==> src/design/ppmhp_pkg.sv <==
// shared types and constants for the ppm p6 header parser
package ppmhp_pkg;

  localparam int ValW = 17;
  localparam logic [ValW-1:0] VAL_MAX = '1;

  localparam logic [7:0] CH_P     = 8'h50;
  localparam logic [7:0] CH_SIX   = 8'h36;
  localparam logic [7:0] CH_LF    = 8'h0a;
  localparam logic [7:0] CH_TAB   = 8'h09;
  localparam logic [7:0] CH_CR    = 8'h0d;
  localparam logic [7:0] CH_SPACE = 8'h20;
  localparam logic [7:0] CH_ZERO  = 8'h30;
  localparam logic [7:0] CH_NINE  = 8'h39;

  typedef enum logic [2:0] {
    ST_PARSING    = 3'd0,
    ST_DONE       = 3'd1,
    ST_PAYLOAD    = 3'd2,
    ST_BAD_MAGIC  = 3'd3,
    ST_TOO_LONG   = 3'd4,
    ST_INCOMPLETE = 3'd5
  } status_t;

endpackage

==> src/design/ppm_binary_header_parser_top.sv <==
// ppm p6 header parser: a byte per cycle unless stalled, one status per byte
//
// Takes a PPM file one byte per transfer and returns one result per byte: the
// parse status, the width, height and maximum color seen so far, and the byte
// itself once it belongs to the pixel payload. The stream must open with "P6"
// and a line feed; after that whitespace is skipped, comments and stray text
// are skipped to the end of the line, and the three decimal numbers are
// collected. Status 1 marks the line feed that closes the header; later bytes
// come back with status 2. Errors (bad magic, number too long, file ends in the
// header) are sticky until reset. A byte is taken when the output register is
// empty or being read, and its result appears there in the cycle after its
// transfer; the parse state update is a single pass of logic, so one byte per
// cycle is sustained as long as the result side keeps taking results.
module ppm_binary_header_parser_top #(
  parameter int DIGIT_LIMIT = 6
) (
  input  logic        clk,
  input  logic        rst_n,
  input  logic        in_valid,
  output logic        in_ready,
  input  logic [7:0]  in_byte,
  input  logic        in_last_byte,
  output logic        out_valid,
  input  logic        out_ready,
  output logic [2:0]  out_status,
  output logic [16:0] out_image_width,
  output logic [16:0] out_image_height,
  output logic [16:0] out_max_color,
  output logic [7:0]  out_payload_byte
);

  localparam int CntW = ($clog2(DIGIT_LIMIT) < 2) ? 2 : $clog2(DIGIT_LIMIT);
  localparam logic [CntW-1:0] CntLast  = CntW'(DIGIT_LIMIT - 1);
  localparam logic [CntW-1:0] MagicEnd = CntW'(2);
  localparam int AccW = ppmhp_pkg::ValW + 4;

  typedef enum logic [2:0] {
    PH_MAGIC,
    PH_TOKEN,
    PH_SKIP,
    PH_TRAIL,
    PH_PAYLOAD,
    PH_ERR_MAGIC,
    PH_ERR_LONG,
    PH_ERR_SHORT
  } phase_t;

  phase_t                        phase_r, phase_nxt;
  logic [CntW-1:0]               cnt_r, cnt_nxt;
  logic [ppmhp_pkg::ValW-1:0]    acc_r, acc_nxt;
  logic [1:0]                    fld_r, fld_nxt;
  logic [ppmhp_pkg::ValW-1:0]    wid_r, wid_nxt;
  logic [ppmhp_pkg::ValW-1:0]    hgt_r, hgt_nxt;
  logic [ppmhp_pkg::ValW-1:0]    maxc_r, maxc_nxt;

  logic                          out_valid_r;
  ppmhp_pkg::status_t            status_r, status_nxt;
  logic [7:0]                    pay_r, pay_nxt;

  logic                          in_xfer;
  logic                          is_digit, is_space, magic_ok, num_end;
  logic [7:0]                    magic_exp;
  logic [3:0]                    digit_off;
  logic [AccW-1:0]               acc_mul;

  assign in_ready  = !out_valid_r || out_ready;
  assign in_xfer   = in_valid && in_ready;

  assign is_digit  = (in_byte >= ppmhp_pkg::CH_ZERO) && (in_byte <= ppmhp_pkg::CH_NINE);
  assign is_space  = (in_byte == ppmhp_pkg::CH_SPACE) ||
                     ((in_byte >= ppmhp_pkg::CH_TAB) && (in_byte <= ppmhp_pkg::CH_CR));
  assign digit_off = 4'(in_byte - ppmhp_pkg::CH_ZERO);
  assign acc_mul   = (AccW'(acc_r) << 3) + (AccW'(acc_r) << 1) + AccW'(digit_off);
  assign num_end   = (cnt_r != '0);

  always_comb begin
    case (cnt_r)
      CntW'(0): magic_exp = ppmhp_pkg::CH_P;
      CntW'(1): magic_exp = ppmhp_pkg::CH_SIX;
      default:  magic_exp = ppmhp_pkg::CH_LF;
    endcase
  end

  assign magic_ok = (cnt_r <= MagicEnd) && (in_byte == magic_exp);

  always_comb begin
    phase_nxt  = phase_r;
    cnt_nxt    = cnt_r;
    acc_nxt    = acc_r;
    fld_nxt    = fld_r;
    wid_nxt    = wid_r;
    hgt_nxt    = hgt_r;
    maxc_nxt   = maxc_r;
    status_nxt = ppmhp_pkg::ST_PARSING;
    pay_nxt    = '0;

    unique case (phase_r)
      PH_MAGIC: begin
        if (!magic_ok) begin
          phase_nxt = PH_ERR_MAGIC;
        end else if (cnt_r == MagicEnd) begin
          cnt_nxt   = '0;
          phase_nxt = PH_TOKEN;
        end else begin
          cnt_nxt = cnt_r + 1'b1;
        end
      end
      PH_TOKEN: begin
        if (is_digit) begin
          if (cnt_r >= CntLast) begin
            phase_nxt = PH_ERR_LONG;
          end else begin
            acc_nxt = (acc_mul > AccW'(ppmhp_pkg::VAL_MAX)) ? ppmhp_pkg::VAL_MAX
                                                            : acc_mul[ppmhp_pkg::ValW-1:0];
            cnt_nxt = cnt_r + 1'b1;
          end
        end else begin
          if (num_end) begin
            case (fld_r)
              2'd0:    wid_nxt  = acc_r;
              2'd1:    hgt_nxt  = acc_r;
              default: maxc_nxt = acc_r;
            endcase
            fld_nxt = fld_r + 1'b1;
            acc_nxt = '0;
            cnt_nxt = '0;
          end
          if (num_end && (fld_r == 2'd2)) begin
            if (in_byte == ppmhp_pkg::CH_LF) begin
              status_nxt = ppmhp_pkg::ST_DONE;
              phase_nxt  = PH_PAYLOAD;
            end else begin
              phase_nxt = PH_TRAIL;
            end
          end else if (!is_space) begin
            phase_nxt = PH_SKIP;
          end
        end
      end
      PH_SKIP: begin
        if (in_byte == ppmhp_pkg::CH_LF) begin
          phase_nxt = PH_TOKEN;
        end
      end
      PH_TRAIL: begin
        if (in_byte == ppmhp_pkg::CH_LF) begin
          status_nxt = ppmhp_pkg::ST_DONE;
          phase_nxt  = PH_PAYLOAD;
        end
      end
      PH_PAYLOAD: begin
        status_nxt = ppmhp_pkg::ST_PAYLOAD;
        pay_nxt    = in_byte;
      end
      default: begin
      end
    endcase

    // end of file while still inside the header
    if (in_last_byte && (status_nxt == ppmhp_pkg::ST_PARSING) &&
        (phase_nxt == PH_MAGIC || phase_nxt == PH_TOKEN ||
         phase_nxt == PH_SKIP || phase_nxt == PH_TRAIL)) begin
      phase_nxt = PH_ERR_SHORT;
    end

    case (phase_nxt)
      PH_ERR_MAGIC: status_nxt = ppmhp_pkg::ST_BAD_MAGIC;
      PH_ERR_LONG:  status_nxt = ppmhp_pkg::ST_TOO_LONG;
      PH_ERR_SHORT: status_nxt = ppmhp_pkg::ST_INCOMPLETE;
      default:      ;
    endcase
  end

  always_ff @(posedge clk) begin
    if (!rst_n) begin
      phase_r     <= PH_MAGIC;
      cnt_r       <= '0;
      acc_r       <= '0;
      fld_r       <= '0;
      wid_r       <= '0;
      hgt_r       <= '0;
      maxc_r      <= '0;
      out_valid_r <= 1'b0;
      status_r    <= ppmhp_pkg::ST_PARSING;
      pay_r       <= '0;
    end else begin
      if (in_xfer) begin
        phase_r  <= phase_nxt;
        cnt_r    <= cnt_nxt;
        acc_r    <= acc_nxt;
        fld_r    <= fld_nxt;
        wid_r    <= wid_nxt;
        hgt_r    <= hgt_nxt;
        maxc_r   <= maxc_nxt;
        status_r <= status_nxt;
        pay_r    <= pay_nxt;
      end
      if (in_xfer) begin
        out_valid_r <= 1'b1;
      end else if (out_ready) begin
        out_valid_r <= 1'b0;
      end
    end
  end

  assign out_valid        = out_valid_r;
  assign out_status       = status_r;
  assign out_image_width  = wid_r;
  assign out_image_height = hgt_r;
  assign out_max_color    = maxc_r;
  assign out_payload_byte = pay_r;

  a_err_sticky: assert property (@(posedge clk) disable iff (!rst_n)
    (phase_r == PH_ERR_MAGIC || phase_r == PH_ERR_LONG || phase_r == PH_ERR_SHORT)
    |=> (phase_r == $past(phase_r)))
    else $error("error phase left before reset");

  a_no_stall_when_drained: assert property (@(posedge clk) disable iff (!rst_n)
    out_ready |-> in_ready)
    else $error("input stalled while result side is taking results");

  a_payload_only_in_payload: assert property (@(posedge clk) disable iff (!rst_n)
    (out_valid_r && (status_r != ppmhp_pkg::ST_PAYLOAD)) |-> (pay_r == '0))
    else $error("payload byte driven outside payload status");

  a_token_field_range: assert property (@(posedge clk) disable iff (!rst_n)
    (phase_r == PH_TOKEN) |-> (fld_r != 2'd3))
    else $error("token phase after all three numbers");

endmodule
==> config.mk <==
export PLATFORM = sky130hd
export DESIGN_NAME = ppm_binary_header_parser_top
export DESIGN_NICKNAME = d
export VERILOG_FILES = /design/src/design/ppmhp_pkg.sv /design/src/design/ppm_binary_header_parser_top.sv
export SDC_FILE = /design/constraint.sdc
export NUM_CORES = 1
export LEC_CHECK = 0
export BUFFER_PORTS_ARGS = -buffer_cell sky130_fd_sc_hd__buf_2
export CORE_MARGIN = 3
export CORE_UTILIZATION = 58
export DETAILED_ROUTE_END_ITERATION = 8
export PLACE_DENSITY = 0.88
export SYNTH_ARGS = -nofsm -noshare
export SYNTH_HDL_FRONTEND = slang
export SYNTH_SLANG_ARGS = --single-unit
==> constraint.sdc <==
create_clock -name clk -period 4.9 [get_ports clk]
set_input_delay 0.49 -clock clk [delete_from_list [all_inputs] [get_ports clk]]
set_output_delay 0.49 -clock clk [all_outputs]
set_load 0.05 [all_outputs]
# Yosys cells after proc, flatten, opt, wreduce, memory -nomap -nowiden
# Index checks and enable logic that the tools add are counted.
classes:
  add_sub_neg: 5
  n_lt_le_gt_ge: 7
  eq_ne: 21
  muxes: 30
  n_bitwise: 2
  reduce_logical: 29
ops:
  columns: ["op", "n"]
  rows:
  - ["two-way mux 17 bit", 4]
  - ["two-way mux 3 bit", 15]
  - ["adder 20 x 18 -> 21 bit", 1]
  - ["adder 21 x 4 -> 21 bit", 1]
  - ["> comparator 21 x 17 -> 1 bit, second input constant", 1]
  - ["AND reduction 5 bit", 4]
  - ["equality test 3 x 2 -> 1 bit, second input constant", 5]
  - ["case mux 7 bit (2 select lines)", 1]
  - ["equality test 3 bit, second input constant", 4]
  - ["logical NOT 3 bit", 4]
  - ["case mux 3 bit (4 select lines)", 1]
  - ["equality test 3 x 1 -> 1 bit, second input constant", 3]
  - ["case mux 3 bit (3 select lines)", 1]
  - ["equality test 8 x 4 -> 1 bit, second input constant", 1]
  - ["equality test 8 x 6 -> 1 bit, second input constant", 1]
  - ["equality test 8 x 7 -> 1 bit", 1]
  - [">= comparator 8 x 4 -> 1 bit, second input constant", 1]
  - [">= comparator 8 x 6 -> 1 bit, second input constant", 1]
  - ["less-or-equal comparator 8 x 4 -> 1 bit, second input constant", 1]
  - ["less-or-equal comparator 8 x 6 -> 1 bit, second input constant", 1]
  - ["two-way mux 8 bit", 1]
  - ["AND reduction 4 bit", 2]
  - ["logical AND 1 bit", 7]
  - ["inequality test 3 bit, second input constant", 2]
  - ["other kinds (18)", 30]
totals:
  input_bits: 13
  register_bits: 88
  out_inout_bits: 64
  word_cells: 104

# Logic depth before layout (Yosys ltp)
# Gate-level depths: netlist (run 1).
depth:
  word_depth: 15
  ltp_mapped: 13
  ltp_nobuf: 12

# Worst setup path before layout (run 1)
# OpenSTA, ideal clock, no wires.
synth_path:
  path_type: "input-to-reg"
  from: "input in_byte[3]"
  to: "register acc_r[15] (netlist bit)"
  required_time_ns: 4.778
  arrival_ns: 3.157
  slack_ns: 1.622
  setup_ns: 0.122
  cell_stages: 11
  path_buffers: 1
  cell_sequence: "fa_1 -> ha_1 -> a21oi_1 -> nand4b_1 -> a211o_1 -> a311oi_1 -> o21ai_0 -> xnor2_1 -> o31a_4 -> buf_6 -> a221o_1"
synth_via:
  elab_chain_cells: 6
  elab_cells_between_ends: 12
  cone_classes: "add/sub (2); order compare (3); eq/ne (1); mux (3); reduce/logical (3)"
synth_lines:
  columns: ["item", "line", "source"]
  rows:
  - ["start: declaration", "ppm_binary_header_parser_top.sv:21", "input logic [7:0] in_byte,"]
  - ["subtractor 4 x 1 -> 4 bit", "ppm_binary_header_parser_top.sv:72", "assign digit_off = 4'(in_byte - ppmhp_pkg::CH_ZERO);"]
  - ["adder 21 x 4 -> 21 bit", "ppm_binary_header_parser_top.sv:73", "assign acc_mul = (AccW'(acc_r) << 3) + (AccW'(acc_r) << 1) + AccW'(digit_off);"]
  - ["> comparator 21 x 17 -> 1 bit", "ppm_binary_header_parser_top.sv:113", "acc_nxt = (acc_mul > AccW'(ppmhp_pkg::VAL_MAX)) ? ppmhp_pkg::VAL_MAX"]
  - ["two-way mux 17 bit", "ppm_binary_header_parser_top.sv:113", null]
  - ["two-way mux 17 bit", "ppm_binary_header_parser_top.sv:110", "if (cnt_r >= CntLast) begin"]
  - ["two-way mux 17 bit", "ppm_binary_header_parser_top.sv:109", "if (is_digit) begin"]
  - ["end signal: assignment", "ppm_binary_header_parser_top.sv:190", "acc_r <= acc_nxt;"]
  - ["end: declaration", "ppm_binary_header_parser_top.sv:50", "logic [ppmhp_pkg::ValW-1:0] acc_r, acc_nxt;"]
# Parallel ways exist; a longest one is shown, timed or not. The select of a mux whose other input is x is not followed.
# A chain may end at the register's enable or synchronous reset.

# Worst setup path after layout (run 1)
layout_path:
  from: "register acc_r[2] (netlist bit)"
  to: "register acc_r[10] (netlist bit)"
layout_via:
  elab_chain_cells: 6
layout_lines:
  columns: ["item", "line"]
  rows:
  - ["adder 20 x 18 -> 21 bit *", "ppm_binary_header_parser_top.sv:73"]
  - ["adder 21 x 4 -> 21 bit *", "ppm_binary_header_parser_top.sv:73"]
  - ["> comparator 21 x 17 -> 1 bit", "ppm_binary_header_parser_top.sv:113"]
  - ["two-way mux 17 bit *", "ppm_binary_header_parser_top.sv:113"]
  - ["two-way mux 17 bit *", "ppm_binary_header_parser_top.sv:110"]
  - ["two-way mux 17 bit *", "ppm_binary_header_parser_top.sv:109"]
# Mark *: on every way between the ends. The rest lies on a longest branch, timed or not. The select of a mux whose other input is x is not followed.

==> run summary, run 1 <==
Peak VDD IR: 0.140 mV
Syn. warnings: 0
Post-DP HPWL: 8070 um
Yosys reg bits: 88
Core Region: 7850 um^2
# IOs: 77
Sw Share: 26.0%
Top FF cell, synth: dfxtp_1
Row Count: 32
H-tree depth: 3
Max-cap violations: 0
Switching Power: 352 uW
Clock slew at reported path FFs: 0.09 ns
Syn_area_per_cell: 8.57 um^2
Remaining global-route overflow: 0
Post-cts resize count: 0
Pins Over Slew Limit: 0
Period Utilization, post-route: 69.7%
Dpl cells: 702
Area grow syn2layout: 12.2%
Hold buffers post-CTS: 0
Element type at the critical path start: flip-flop
Tot GR Track Use: 25.5%
Critical path class: reg -> reg
Power Density: 253 nW/um^2
Hold Crit Class: in -> reg
Die width: 96.6 um
Vias in the first global route: 4077
Critical Path Sink Type: flip-flop
Post-route cell area: 5340 um^2
Final setup vio count: 0
Layout net count: 666
Hold Violations, Final: 0
Mapped Nets: 610
Maximum clock frequency: 293 MHz
Post-synth EDFFs: 0
Number of buffers added on ports: 76
Internal cell power: 1.00 mW
CTS tree: done
Routability Congestion: 0.945
Commonest cells after routing, fill and taps aside: nand2_1, dfxtp_1, buf_2
Layout cell share with drive strength beyond 1: 17.2%
Layout Skew: 0.0110 ns
Worst r2r path cells: 10
Layout fillers: 628
Dpl cell area: 5130 um^2
Headroom to the max-slew limit: 26.0%
Cells after synthesis: 555
Clk buf depth: 2
Worst-path fanout max: 17
Comb pwr share: 7.2%
Asr flop ratio synth: 0%
Sequential share of power: 54.0%
Post-CTS setup buffers: 0
First-pass GRT wire length: 18800 um
Via density: 5.93
DRT Wirelength: 11400 um
Leakage: 2.40 nW
Status: finished, final reports clean
Layout Cells excl Fill: 718
Hold path depth: 3
Starting Density: 60.6%
Clock root cell: clkbuf_8
Worst Tran Pin Value: 1.11 ns
CTS Sinks: 88
Initial drt markers: 211
Arr. time, crit path: 3.66 ns
Clk pwr share: 38.7%
RSZ-0062 raised after global routing: no
Worst endpoint required time: 5.15 ns
Num CTS Buffers: 9
Via count: 4256
Die height: 96.6 um
Antenna violations before repair: 0
Total die area: 9330 um^2
Post-synthesis cell area: 4760 um^2
Commonest non-fill, non-tap cell in the layout: nand2_1
Drt wl/cell: 15.9 um
Antenna-violating nets left: 0
Number of diodes: 0
Setup total negative slack: 0 ns
Seq/Total Area, Yosys: 37.0%
Pin count of the biggest net entering global routing: 79
Final min period: 3.41 ns
Number of library cell types mapped by synthesis: 60
TritonRoute pass-1 iters: 5
Hold WS: 0.386 ns
Remaining DRCs: 0
Clk_lat worst skew: 0.37 ns
[power by group through the flow]
stage | logic (mW) | clock network [mW] | registers, mW
2_1_floorplan | 0.0617 | 0 | 0.758
3_3_place_gp | 0.0942 | 0 | 0.746
3_5_place_dp | 0.0965 | 0 | 0.747
4_1_cts | 0.0970 | 0.526 | 0.730
5_1_grt | 0.107 | 0.555 | 0.732
6_report | 0.0980 | 0.524 | 0.730
[final timing paths]
path	endpoint	slack (ns)	from
setup / recovery	acc_r[10]$_SDFFE_PN0P_	1.49	acc_r[2]$_SDFFE_PN0P_
hold / removal	out_valid$_SDFFE_PN0P_	0.39	in_valid
setup reg to reg	acc_r[10]$_SDFFE_PN0P_	1.49	acc_r[2]$_SDFFE_PN0P_
hold reg to reg	out_max_color[9]$_SDFFE_PN0P_	0.47	out_max_color[9]$_SDFFE_PN0P_
[metrics by stage]
step	util, %	power [mW]	setup slack (ns)
2_1_floorplan	-	0.820	1.62
3_3_place_gp	65.4	0.841	1.41
3_5_place_dp	65.4	0.843	1.27
4_1_cts	68.0	1.35	1.49
5_1_grt	68.0	1.39	1.29
6_report	68.0	1.35	1.49
[cell type report]
cell class / count / area (um^2) / area share, %
clock buffers: 10 / 128 / 2.39
flip-flops and latches: 88 / 1760 / 33.0
clock inverters: 6 / 76.3 / 1.43
well taps: 102 / 128 / 2.39
multi-input cells: 421 / 2810 / 52.6
inverters: 15 / 56.3 / 1.05
repair buffers: 76 / 380 / 7.12
[synth_stat cells, types with 3 or more instances]
master | count | share of area (%)
nand2_1 | 119 | 9.4
dfxtp_1 | 88 | 37
a21boi_0 | 52 | 8.2
ha_1 | 40 | 11
nor2_1 | 31 | 2.4
clkbuf_1 | 24 | 1.9
inv_1 | 15 | 1.2
nor2b_1 | 15 | 2.0
a21oi_1 | 13 | 1.4
o21ai_0 | 13 | 1.4
a21o_1 | 11 | 1.7
a221o_1 | 11 | 2.3
nand2b_1 | 10 | 1.3
a22oi_1 | 8 | 1.3
nand3_1 | 8 | 0.84
nor3_1 | 8 | 0.84
xnor2_1 | 8 | 1.5
and2_1 | 6 | 0.79
buf_2 | 6 | 0.63
xor2_1 | 6 | 1.1
mux2_2 | 4 | 0.95
o21a_1 | 4 | 0.63
a211o_1 | 3 | 0.55
a211oi_1 | 3 | 0.47
a31oi_1 | 3 | 0.39
[sequential cells by signal (all words and copies together) (netlist names)]
signal and cells:
out_image_height 17, fld_r 2, phase_r 3, out_image_width 17, out_valid 1, out_max_color 17
acc_r 17, cnt_r 3, out_status 3, out_payload_byte 8
[logic make-up (layout without fill, tap and decap cells)]
group | Yosys count | count (layout) | share of synthesized area (%)
XOR/XNOR | 14 | 14 | 2.58
buffers and inverters | 46 | 107 | 3.94
adder cells (fa/ha/maj) | 42 | 42 | 11.4
AND/OR/NAND/NOR | 215 | 215 | 20.5
flip-flops | 88 | 88 | 37.0
multiplexers | 6 | 6 | 1.37
AO/OA/AOI/OAI | 144 | 144 | 23.3
[worst max-delay path, stage by stage (launching register included)]
cell and delay [ns]:
dfxtp_1 0.46, fa_1 0.48, ha_1 0.29, a21oi_1 0.07, nand4b_1 0.22, a211o_1 0.36
a311oi_1 0.35, o21ai_0 0.17, xnor2_1 0.16, o31a_4 0.43, a221o_1 0.29
[per-layer routing]
layer	up-vias	global-route usage, %	share of wire, %
met5	-	0	0
met4	0	13.2	3.4
met3	36	4.34	5.2
met2	146	43.5	50
met1	2037	30.8	41
li1	2037	-	-
(Power assumes the default switching activity.)
==> run 2: changes to the inputs <==
--- a/config.mk
+++ b/config.mk
@@ -7,9 +7,9 @@
 export LEC_CHECK = 0
 export BUFFER_PORTS_ARGS = -buffer_cell sky130_fd_sc_hd__buf_2
 export CORE_MARGIN = 3
-export CORE_UTILIZATION = 58
+export CORE_UTILIZATION = 57
 export DETAILED_ROUTE_END_ITERATION = 8
-export PLACE_DENSITY = 0.88
+export PLACE_DENSITY = 0.86
 export SYNTH_ARGS = -nofsm -noshare
 export SYNTH_HDL_FRONTEND = slang
 export SYNTH_SLANG_ARGS = --single-unit
==> constraint.sdc (replaced) <==
create_clock -name clk -period 3.4 [get_ports clk]
set_input_delay 0.34 -clock clk [delete_from_list [all_inputs] [get_ports clk]]
set_output_delay 0.34 -clock clk [all_outputs]
set_load 0.05 [all_outputs]
==> run 2 against run 1 <==
Register-to-register slack worse by 1.3 ns. Final area increased by 1.1%. Core utilization rose by 0.070 points. Flip-flop and latch count unchanged. Die area grew 1.6%. Final cell count up 0.84%. Critical endpoint is now acc_r[15]$_SDFFE_PN0P_. Sequential power up 44%. Highest routed layer unchanged. Worst hold slack got worse by 0.15 ns. Setup slack worse by 1.3 ns.
==> run summary, run 2 (synthesis results as in run 1) <==
Crit-path cells: ha_1 -> ha_1 -> inv_1 -> fa_1 -> nor2b_4 -> o31a_1 -> o41a_1 -> a21bo_1 -> o41ai_2 -> a31oi_1 -> o31a_4 -> a221o_1
Hold Crit Class: in -> reg
Layout net count: 672 (+0.90%)
Layout cell share with drive strength beyond 1: 18.5% (+1.3 points)
Die width: 97.4 um (+0.82%)
Clock slew at reported path FFs: 0.09 ns (about the same)
Status: finished, final reports clean
Worst r2r path cells: 12 (+2)
Max-cap violations: 0 (unchanged)
Commonest non-fill, non-tap cell in the layout: nand2_1
Post-DP HPWL: 8160 um (+1.1%)
Internal cell power: 1.46 mW (+46%)
FF-to-FF Start: acc_r[1]$_SDFFE_PN0P_
Starting Density: 60.0% (-0.61 points)
CTS tree: done
Num CTS Buffers: 9 (unchanged)
Sequential share of power: 53.5% (-0.5 points)
Seq. cell area: 1760 um^2 (about the same)
Critical path class: reg -> reg
Final setup vio count: 0 (unchanged)
Antenna-violating nets left: 0 (unchanged)
Pin count of the biggest net entering global routing: 66 (-16%)
Vias in the first global route: 4202 (+3.1%)
Power Density: 364 nW/um^2 (+44%)
DRT Wirelength: 11400 um (about the same)
Arr. time, crit path: 3.46 ns (-0.20 ns)
Routability Congestion: 0.886 (-6.2%)
Remaining global-route overflow: 0 (unchanged)
Initial drt markers: 145 (-31%)
H-tree depth: 3 (unchanged)
Via count: 4207 (-1.2%)
Slowest stage delay, CP: 0.44 ns (-0.04 ns)
Critical path's most frequent cell: ha_1
Worst endpoint required time: 3.65 ns (-1.50 ns)
Number of diodes: 0 (unchanged)
Drt wl/cell: 15.8 um (-0.85%)
Comb pwr share: 7.2% (about the same)
Area grow syn2layout: 13.5%
Maximum clock frequency: 311 MHz (+6.2%)
Clk_lat worst skew: 0.36 ns (about the same)
Reg2reg end: acc_r[15]$_SDFFE_PN0P_
Clk pwr share: 39.3% (+0.6 points)
Multi-input logic area: 2820 um^2 (+0.22%)
CTS Sinks: 88 (unchanged)
Pins Over Slew Limit: 0 (unchanged)
Hold Violations, Final: 0 (unchanged)
Tot GR Track Use: 24.4% (-1.2 points)
Clock root cell: clkbuf_8
Headroom to the max-slew limit: 52.6% (+27 points)
Hold Path End: out_valid$_SDFFE_PN0P_
Total power: 1.97 mW (+46%)
Switching Power: 508 uW (+44%)
Setup total negative slack: 0 ns (unchanged)
Final min period: 3.21 ns (-0.199 ns)
Leakage: 2.44 nW (+1.5%)
Post-CTS setup buffers: 0 (unchanged)
TritonRoute pass-1 iters: 4 (-1)
Sw Share: 25.8% (-0.21 points)
Worst Tran Pin Value: 0.709 ns (-0.400 ns)
First-pass GRT wire length: 19400 um (+3.0%)
Critical Path Sink Type: flip-flop
Antenna violations before repair: 0 (unchanged)
Number of buffers added on ports: 76 (unchanged)
Commonest cells after routing, fill and taps aside: nand2_1, dfxtp_1, buf_2
Total die area: 9480 um^2 (+1.6%)
Hold path depth: 3 (unchanged)
Worst-path fanout max: 17 (unchanged)
Remaining DRCs: 0 (unchanged)
Peak VDD IR: 0.243 mV (+73%)
Period Utilization, post-route: 94.6% (+25 points)
Worst reg-to-reg setup slack: 0.19 ns (-1.30 ns)
RSZ-0062 raised after global routing: no
Clk buf depth: 2 (unchanged)
Critical path's slowest cell: dfxtp_1
Row Count: 32 (unchanged)
Layout fillers: 618 (-1.6%)
Core Region: 7930 um^2 (+1.0%)
# IOs: 77 (unchanged)
Via density: 5.81 (-2.0%)
Layout Skew: 0.0123 ns (+0.00133 ns)
Die height: 97.4 um (+0.82%)
Min-delay src: in_valid
Element type at the critical path start: flip-flop
==> run 2: cell count changes in the layout (fill, tap and decap cells not counted), sizes merged <==
cell	delta
buf	+6
==> run 2: worst max path at each step <==
stage                                     start                endpoint  slack [ns]  cells after the start
after floorplan           acc_r[0]$_SDFFE_PN0P_  acc_r[15]$_SDFFE_PN0P_        0.25                     11
after global placement               in_byte[3]  acc_r[16]$_SDFFE_PN0P_        0.16                     11
after detailed placement             in_byte[3]  acc_r[15]$_SDFFE_PN0P_        0.07                     11
after CTS                 acc_r[0]$_SDFFE_PN0P_  acc_r[15]$_SDFFE_PN0P_        0.08                     10
after global routing      acc_r[0]$_SDFFE_PN0P_  acc_r[15]$_SDFFE_PN0P_        0.03                     10
final                     acc_r[1]$_SDFFE_PN0P_  acc_r[15]$_SDFFE_PN0P_        0.19                     12
==> run 2: stage by stage <==
step	area (um^2)	hold slack [ns]	instances	worst slack (ns)	utilization, %
3_5_place_dp	5180	0.455	708	0.0721	65.3
2_1_floorplan	4760	0.479	555	0.246	-
6_report	5400	0.234	724	0.185	68.1
4_1_cts	5390	0.231	724	0.0776	68.0
3_3_place_gp	5180	0.448	708	0.162	65.3
5_1_grt	5400	0.229	724	0.0260	68.1
==> run 2: repair_timing <==
action	CTS	global route
hold buffers	0	0
resized for setup	0	2
endpoints found under the setup margin	0	17
==> run 2: per-layer routing <==
| metal | share of wire (%) | routed length, um | up-vias | global-route usage (%) |
|---|---|---|---|---|
| met4 | 3.7 | 418 | 0 | 10.9 |
| met3 | 4.2 | 483 | 32 | 3.88 |
| li1 | - | - | 2058 | - |
| met1 | 42 | 4750 | 1990 | 28.7 |
| met2 | 51 | 5770 | 127 | 43.3 |
| met5 | 0 | 0 | - | 0 |
==> run 2: power groups by stage <==
stage                     sequential (mW)  clock, mW  combinational [mW]
after floorplan                      1.09          0              0.0889
after global placement               1.08          0               0.137
after detailed placement             1.08          0               0.140
after CTS                            1.05      0.777               0.140
after global routing                 1.06      0.829               0.155
final                                1.05      0.773               0.141
==> run 2: layout make-up <==
class / count / share of cell area [%]
clock buffers: 10 / 2.55
well taps: 102 / 2.36
repair buffers: 82 / 7.88
clock inverters: 6 / 1.37
multi-input cells: 421 / 52.1
flip-flops and latches: 88 / 32.7
inverters: 15 / 1.04
==> run 2: critical path: cells and delay by family (launching register included) <==
family | cells | cell delay, ns
buf+inv | 1 | 0.07
simple gates | 1 | 0.06
compound gates | 7 | 1.82
flops | 1 | 0.44
fa+ha+maj | 3 | 0.71
